==> config.mk <==
export PLATFORM = sky130hd
export DESIGN_NAME = serial_response_frame_receiver
export DESIGN_NICKNAME = d
export VERILOG_FILES = /design/src/sv/srfr_pkg.sv /design/src/sv/srfr_step.sv /design/src/sv/serial_response_frame_receiver.sv
export VERILOG_INCLUDE_DIRS = /design/src /design/src/sv
export SDC_FILE = /design/constraint.sdc
export NUM_CORES = 1
export LEC_CHECK = 0
export BUFFER_PORTS_ARGS = -buffer_cell sky130_fd_sc_hd__buf_2
export CAP_MARGIN = 20
export CORE_UTILIZATION = 30
export CTS_BUF_LIST = sky130_fd_sc_hd__clkbuf_8
export CTS_CLUSTER_SIZE = 30
export DETAILED_ROUTE_END_ITERATION = 6
export GPL_TIMING_DRIVEN = 1
export HOLD_SLACK_MARGIN = 0.12
export PLACE_DENSITY = 0.58
export SYNTH_ARGS = -nofsm -noshare
export SYNTH_HDL_FRONTEND = slang
export SYNTH_SLANG_ARGS = --single-unit
==> constraint.sdc <==
create_clock -name clk -period 5.1 [get_ports clk]
set_input_delay 0.765 -clock clk [delete_from_list [all_inputs] [get_ports clk]]
set_output_delay 0.765 -clock clk [all_outputs]
set_load 0.01 [all_outputs]
==> src/sv/assert_macros.svh <==
// Assertion macros shared by the receiver RTL.
`ifndef ASSERT_MACROS_SVH
`define ASSERT_MACROS_SVH
`ifndef SYNTHESIS
// Expression must hold at every clock edge outside reset.
`define ASSERT_ALWAYS(label, clk, rst, expr) \
  label: assert property (@(posedge clk) disable iff (rst) (expr)) \
    else $error("assertion failed");
// Antecedent implies consequent in the same cycle.
`define ASSERT_IMPLY(label, clk, rst, ante, cons) \
  label: assert property (@(posedge clk) disable iff (rst) (ante) |-> (cons)) \
    else $error("assertion failed");
`else
`define ASSERT_ALWAYS(label, clk, rst, expr)
`define ASSERT_IMPLY(label, clk, rst, ante, cons)
`endif
`endif

==> src/sv/srfr_pkg.sv <==
// Types and constants of the serial response frame receiver.
`timescale 1ns / 1ps
package srfr_pkg;

  localparam logic [7:0] START_CODE    = 8'h70;
  localparam logic [7:0] END_CODE      = 8'h0A;
  localparam logic [7:0] FLAG_OK       = 8'h61;
  localparam logic [7:0] CMD_IDENTIFY  = 8'h2F;
  localparam logic [7:0] CMD_CLEAR_ALL = 8'h27;
  // Position of the end code, the last byte of a 13-byte frame
  localparam logic [3:0] LAST_POS      = 4'd12;
  // Last position that enters the checksum
  localparam logic [3:0] SUM_LAST_POS  = 4'd10;

  typedef enum logic {
    MODE_BYTE    = 1'b0,
    MODE_RELEASE = 1'b1
  } mode_t;

  typedef enum logic [2:0] {
    ST_ACCEPTED = 3'd0,
    ST_HUNTING  = 3'd1,
    ST_BUSY     = 3'd2,
    ST_END_ERR  = 3'd3,
    ST_SUM_ERR  = 3'd4,
    ST_COMPLETE = 3'd5
  } status_t;

  typedef enum logic [2:0] {
    MSG_NONE        = 3'd0,
    MSG_VERIFY_OK   = 3'd1,
    MSG_VERIFY_FAIL = 3'd2,
    MSG_CLEAR_OK    = 3'd3,
    MSG_CLEAR_FAIL  = 3'd4
  } message_t;

  // Receiver state carried from one request to the next
  typedef struct packed {
    logic [3:0]  byte_count;
    logic [7:0]  running_sum;
    logic        frame_held;
    logic [7:0]  held_command;
    logic [31:0] held_param;
    logic [31:0] held_size;
    logic [7:0]  held_flag;
    logic [7:0]  held_checksum;
  } rx_state_t;

  // One result request
  typedef struct packed {
    status_t     status;
    logic [7:0]  command;
    logic [31:0] param_word;
    logic [31:0] size_word;
    logic [7:0]  flag_byte;
    message_t    message;
    logic [31:0] event_id;
  } result_t;

endpackage

==> src/sv/srfr_step.sv <==
// Per-byte frame assembly, checksum check and classification.
`timescale 1ns / 1ps
module srfr_step (
  input  srfr_pkg::rx_state_t st,
  input  logic                mode,
  input  logic [7:0]          data_byte,
  input  logic                tx_active,
  output srfr_pkg::rx_state_t st_next,
  output srfr_pkg::result_t   res
);

  logic [3:0] pos;
  logic [7:0] sum_next;

  always_comb begin
    st_next  = st;
    pos      = st.byte_count;
    sum_next = st.running_sum;
    res.status   = srfr_pkg::ST_ACCEPTED;
    res.message  = srfr_pkg::MSG_NONE;
    res.event_id = 32'd0;

    if (mode == srfr_pkg::MODE_RELEASE) begin
      // release: drop held frame and any partial frame
      st_next.byte_count  = 4'd0;
      st_next.running_sum = 8'd0;
      st_next.frame_held  = 1'b0;
    end else if (st.frame_held && tx_active) begin
      res.status = srfr_pkg::ST_BUSY;
    end else begin
      // a byte while held drops the held frame and starts a hunt
      if (st.frame_held) begin
        st_next.byte_count  = 4'd0;
        st_next.running_sum = 8'd0;
        st_next.frame_held  = 1'b0;
        pos = 4'd0;
      end
      sum_next = st_next.running_sum;

      if (pos == 4'd0 && data_byte != srfr_pkg::START_CODE) begin
        res.status = srfr_pkg::ST_HUNTING;
      end else begin
        // start code clears the held fields
        if (pos == 4'd0) begin
          st_next.held_command  = 8'd0;
          st_next.held_param    = 32'd0;
          st_next.held_size     = 32'd0;
          st_next.held_flag     = 8'd0;
          st_next.held_checksum = 8'd0;
        end
        if (pos <= srfr_pkg::SUM_LAST_POS) begin
          sum_next = st_next.running_sum + data_byte;
        end
        st_next.running_sum = sum_next;

        // byte lane write by frame position
        unique case (pos)
          4'd1:    st_next.held_command      = data_byte;
          4'd2:    st_next.held_param[7:0]   = data_byte;
          4'd3:    st_next.held_param[15:8]  = data_byte;
          4'd4:    st_next.held_param[23:16] = data_byte;
          4'd5:    st_next.held_param[31:24] = data_byte;
          4'd6:    st_next.held_size[7:0]    = data_byte;
          4'd7:    st_next.held_size[15:8]   = data_byte;
          4'd8:    st_next.held_size[23:16]  = data_byte;
          4'd9:    st_next.held_size[31:24]  = data_byte;
          4'd10:   st_next.held_flag         = data_byte;
          4'd11:   st_next.held_checksum     = data_byte;
          default: ;
        endcase

        // end of frame: end code first, then checksum
        if (pos >= srfr_pkg::LAST_POS) begin
          st_next.byte_count  = 4'd0;
          st_next.running_sum = 8'd0;
          st_next.frame_held  = 1'b0;
          if (data_byte != srfr_pkg::END_CODE) begin
            res.status = srfr_pkg::ST_END_ERR;
          end else if (st_next.held_checksum != sum_next) begin
            res.status = srfr_pkg::ST_SUM_ERR;
          end else begin
            res.status = srfr_pkg::ST_COMPLETE;
            if (st_next.held_command == srfr_pkg::CMD_IDENTIFY) begin
              res.message  = (st_next.held_flag == srfr_pkg::FLAG_OK) ?
                             srfr_pkg::MSG_VERIFY_OK : srfr_pkg::MSG_VERIFY_FAIL;
              res.event_id = st_next.held_param;
            end else if (st_next.held_command == srfr_pkg::CMD_CLEAR_ALL) begin
              res.message = (st_next.held_flag == srfr_pkg::FLAG_OK) ?
                            srfr_pkg::MSG_CLEAR_OK : srfr_pkg::MSG_CLEAR_FAIL;
            end else begin
              st_next.frame_held = 1'b1;
            end
          end
        end else begin
          st_next.byte_count = pos + 4'd1;
        end
      end
    end

    res.command    = st_next.held_command;
    res.param_word = st_next.held_param;
    res.size_word  = st_next.held_size;
    res.flag_byte  = st_next.held_flag;
  end

endmodule

==> src/sv/serial_response_frame_receiver.sv <==
// Requests pass via the input register and the step to the result register on m_*.
// Throughput: one request per cycle while m_tready does not stall the output; the input
// register refills in the cycle it hands its request to the result register.
// All state updates in the single combinational step between the two registers.
// Reset (rst, synchronous, active high) empties both registers and clears the
// frame counter, checksum, held flag and held frame fields.
`timescale 1ns / 1ps
`include "assert_macros.svh"
module serial_response_frame_receiver (
  input  logic         clk,
  input  logic         rst,
  input  logic         s_tvalid,
  output logic         s_tready,
  input  logic [15:0]  s_tdata,   // [7:0] data_byte, [8] tx_active, [15:9] zero
  input  logic         s_tuser,   // [0] mode
  output logic         m_tvalid,
  input  logic         m_tready,
  // [7:0] command, [39:8] param_word, [71:40] size_word, [79:72] flag_byte,
  // [82:80] message, [114:83] event_id, [119:115] zero
  output logic [119:0] m_tdata,
  output logic [2:0]   m_tuser    // [2:0] status
);

  logic                in_valid;
  logic                in_mode;
  logic [7:0]          in_byte;
  logic                in_tx;
  srfr_pkg::rx_state_t st;
  srfr_pkg::rx_state_t st_next;
  srfr_pkg::result_t   res;
  srfr_pkg::result_t   out_res;
  logic                out_valid;
  logic                advance;

  // input register moves on when the result register is free
  assign advance  = in_valid && (!out_valid || m_tready);
  assign s_tready = !in_valid || advance;

  always_ff @(posedge clk) begin
    if (rst) begin
      in_valid <= 1'b0;
    end else if (s_tready) begin
      in_valid <= s_tvalid;
    end
  end

  always_ff @(posedge clk) begin
    if (s_tvalid && s_tready) begin
      in_mode <= s_tuser;
      in_byte <= s_tdata[7:0];
      in_tx   <= s_tdata[8];
    end
  end

  srfr_step u_step (
    .st        (st),
    .mode      (in_mode),
    .data_byte (in_byte),
    .tx_active (in_tx),
    .st_next   (st_next),
    .res       (res)
  );

  // receiver state
  always_ff @(posedge clk) begin
    if (rst) begin
      st <= '0;
    end else if (advance) begin
      st <= st_next;
    end
  end

  // result register
  always_ff @(posedge clk) begin
    if (rst) begin
      out_valid <= 1'b0;
    end else if (advance) begin
      out_valid <= 1'b1;
    end else if (m_tready) begin
      out_valid <= 1'b0;
    end
  end

  always_ff @(posedge clk) begin
    if (advance) begin
      out_res <= res;
    end
  end

  assign m_tvalid = out_valid;
  assign m_tuser  = out_res.status;
  assign m_tdata  = {5'd0, out_res.event_id, out_res.message, out_res.flag_byte,
                     out_res.size_word, out_res.param_word, out_res.command};

  // checks
  `ASSERT_ALWAYS(a_count_range, clk, rst, st.byte_count <= srfr_pkg::LAST_POS)
  `ASSERT_IMPLY(a_held_idle, clk, rst, st.frame_held, st.byte_count == 4'd0)
  `ASSERT_IMPLY(a_sum_idle, clk, rst, st.byte_count == 4'd0, st.running_sum == 8'd0)
  `ASSERT_IMPLY(a_msg_complete, clk, rst, out_valid && out_res.message != srfr_pkg::MSG_NONE, out_res.status == srfr_pkg::ST_COMPLETE)

endmodule

==> flow_summary.yaml <==
setup_path:
  worst_path_largest_cell_delay_ns: 0.49
  path_delay_family: "simple AND/OR/NAND/NOR gates"
  startpoint_type: "register"
  slowest_stage_cell_on_the_critical_path: "fa_1"
  timing.critical_path.arrival_ns: 4.52
  worst-path-buf-inv: 2
  setup.worst_path.class: "register to register"
  worst_path_most_repeated_cell: "nor2b_1"
  end_kind: "register"
  critical_path.startpoint: "st[88]"
  crit-reg2reg-launch: "st[88]"
  critical_path_peak_fanout: 32
  cp_data_required_time_ns: 5.49
  critical_path.cell_chain: "nor2b_1 > ha_1 > inv_1 > fa_1 > nor2b_1 > nor3_1 > o22ai_1 > a21boi_1 > mux2_2 > nor4_1 > and4_2 > nand4b_4 > buf_4 > nor2_2"
route:
  routed-via-count: 8779
  first_iter_violations: 987
  overall_routed_net_length_um: 30450
  ant_nets: 0
  drt_first_pass_iters: 5
  drc_errors: 0
  detail_route.wl_per_cell_um: 18.19
  via_per_inst: 5.244
placed_design:
  detailed_place_hpwl_um: 19720
  place_inst: 1599
  dp_worst_setup_slack_ns: 1.027
  numPortBuffers: 133
  routabilityCongestion: 0.8958
outcome:
  outcome: "completed"
grt:
  grt_pass1_wl_um: 46620
  antenna_found_initial: 0
  first_global_vias: 8097
  track_usage_pct: 16.38
  grt_max_degree: 83
  grt.overflow.total: 0
floorplan:
  fp.dieArea_um2: 36250
  floorplan.io_pins: 146
  initial_utilization_pct: 30.67
  die_height_um: 190.4
  placeableCoreArea_um2: 34710
  placementRows: 68
  fp.dieW_um: 190.4
cts:
  post_cts_setup_inserts: 0
  cts-root-buf: "clkbuf_8"
  cts_inserted_buffers: 41
  cts.repair.resized: 0
  worstSkewPairLatency_ns: 0.55
  cts_hold_repair.buffers: 0
  cts_max_path_buffers: 3
  clock_tree.htree_level_count: 2
  clk_sinks: 231
  tritoncts_clock_tree: "yes"
  worst_setup_hold_path_clk_slew_ns: 0.06
cells_and_area:
  net_total_in_the_final_layout: 1216
  antenna_cells_inserted: 0
  layout.cells.non_filler: 1674
  drive_gt1_share_pct: 20.51
  area_delta_synth_final_pct: 17.86
power_and_ir_drop:
  ir_worst_vdd_uv: 151.5
  report.power.total_mw: 3.923
  cellPowerDensity_nw_per_um2: 312.7
  cellLeakagePower_nw: 4.384
yosys:
  post_synth_top_cells: "nand2_1, edfxtp_1, nor2_1, dfxtp_1, a21oi_1"
  yosys_warnings: 0
  synthesis.instances: 1068
  yosys.cell_types.count: 72
  seq_area_frac_synth_pct: 55.47
  synth_ff_type: "edfxtp_1"
  syn-mean-instance-area_um2: 9.969
  yosys.area.top_type_share_pct: 36.10
  register_bit_count_reported_by_yosys: 231
  share_of_flip_flops_with_an_asynchronous_set_or_reset_after_synthesis_pct: 0
  synth_edf_count: 128
  netlist.top_cell.by_area: "edfxtp_1"
  synth_most_common_cell: "nand2_1"
  post_synth_instance_area_um2: 10650
  synth_top_cells_by_area: "edfxtp_1, dfxtp_1, nand2_1, a22oi_1, a22o_1"
sta:
  fmaxAchievable_mhz: 242.2
  finClkSkew_ns: 0.02529
  final_min_period_over_clock_period_pct: 80.97
  setup_repair_after_global_routing_missed_its_margin: "false"
  finalHoldViolations: 0
  number_of_max_slew_violations_in_the_final_report: 0
  tightestPinTransition_ns: 1.017
  timing.final.ws_setup_ns: 0.9704
  period_needed_ns: 4.130
  timing.final.setup_violations: 0
  slew_headroom_pct: 32.18
  setup_tns_ns: 0
job:
  maxCapViolations: 0
worst_hold_path:
  min-delay-start: "s_tdata[6]"
  timing.hold.worst.class: "primary input to register"
## layer usage
layer	part of all wire (%)	global-route usage (%)
met3	5.8	3.239
met4	2.3	5.385
met2	47	25.76
met1	45	22.44
met5	0	0
## sequential cells by signal, indices dropped and copies added (netlist names)
name and flops:
m_tdata 115, st 101, in_byte 8, m_tuser 3, in_mode 1, in_tx 1
in_valid 1, m_tvalid 1
## logic make-up (layout without fill, tap and decap cells)
logic type / count (synthesis) / after routing / synth area share (%)
AND/OR/NAND/NOR: 396 / 396 / 17.39
other: 1 / 5 / 0.03522
AO/OA/AOI/OAI: 310 / 310 / 19.97
adder cells (fa/ha/maj): 11 / 11 / 1.304
flip-flops: 231 / 231 / 55.47
buffers and inverters: 98 / 245 / 3.996
multiplexers: 7 / 7 / 0.6816
XOR/XNOR: 14 / 14 / 1.152
## through the flow
| step | util [%] | instance area (um2) | hold slack [ns] |
|---|---|---|---|
| 3_5_place_dp | 33.81 | 11740 | 0.4464 |
| 2_1_floorplan | - | 10660 | 0.4360 |
| 3_3_place_gp | 33.73 | 11710 | 0.4414 |
| 5_1_grt | 36.15 | 12550 | 0.3753 |
| 4_1_cts | 36.15 | 12550 | 0.3678 |
| 6_report | 36.15 | 12550 | 0.4041 |
## worst register-to-register path, delay by kind of cell (launching register included)
family	cells	cell delay, ns
and+or+nand+nor	7	1.59
adders and majority gates	2	0.72
AOI/OAI and AO/OA	2	0.55
buffers and inverters	2	0.38
muxes	1	0.38
DFF	1	0.36
## path summary, 6_finish.rpt
kind / end / slack [ns] / cells past startpoint
max reg2reg: m_tdata[88] / 0.97 / 14
min reg2reg: st[44] / 0.45 / 2
max: m_tdata[88] / 0.97 / 14
min: in_byte[6] / 0.40 / 1
## cell type report
type | count | area [um2]
Clock buffer | 46 | 633.1
Clock inverter | 29 | 177.7
Fill cell | 3484 | 22170
Inverter | 11 | 46.29
Multi-Input combinational cell | 743 | 4333
Sequential cell | 231 | 5906
Tap cell | 455 | 569.3
Timing Repair Buffer | 159 | 883.3
## placed cells by master (no fill, tap or decap), types with 7 or more instances in the layout
master,synthesis,final
a211oi_1,11,11
a21oi_1,81,81
a22o_1,55,55
a22oi_1,72,72
and3_1,11,11
buf_2,10,132
buf_4,6,26
clkbuf_8,0,46
clkinv_1,0,7
dfxtp_1,103,103
edfxtp_1,128,128
ha_1,7,7
inv_1,11,27
nand2_1,150,150
nand2b_1,12,11
nand3_1,30,30
nand4_1,8,8
nor2_1,108,108
nor2_2,20,20
nor2b_1,9,9
nor3_1,10,10
o21ai_0,37,37
o21ai_1,10,10
xnor2_1,12,12
## power breakdown
group / switching [mW] / total (mW) / internal, mW
sequential: 0.0279 / 2.04 / 2.01
clock: 0.763 / 1.69 / 0.931
combinational: 0.138 / 0.192 / 0.0535
total: 0.929 / 3.92 / 2.99
No activity file was read; power rests on OpenSTA's default activity.
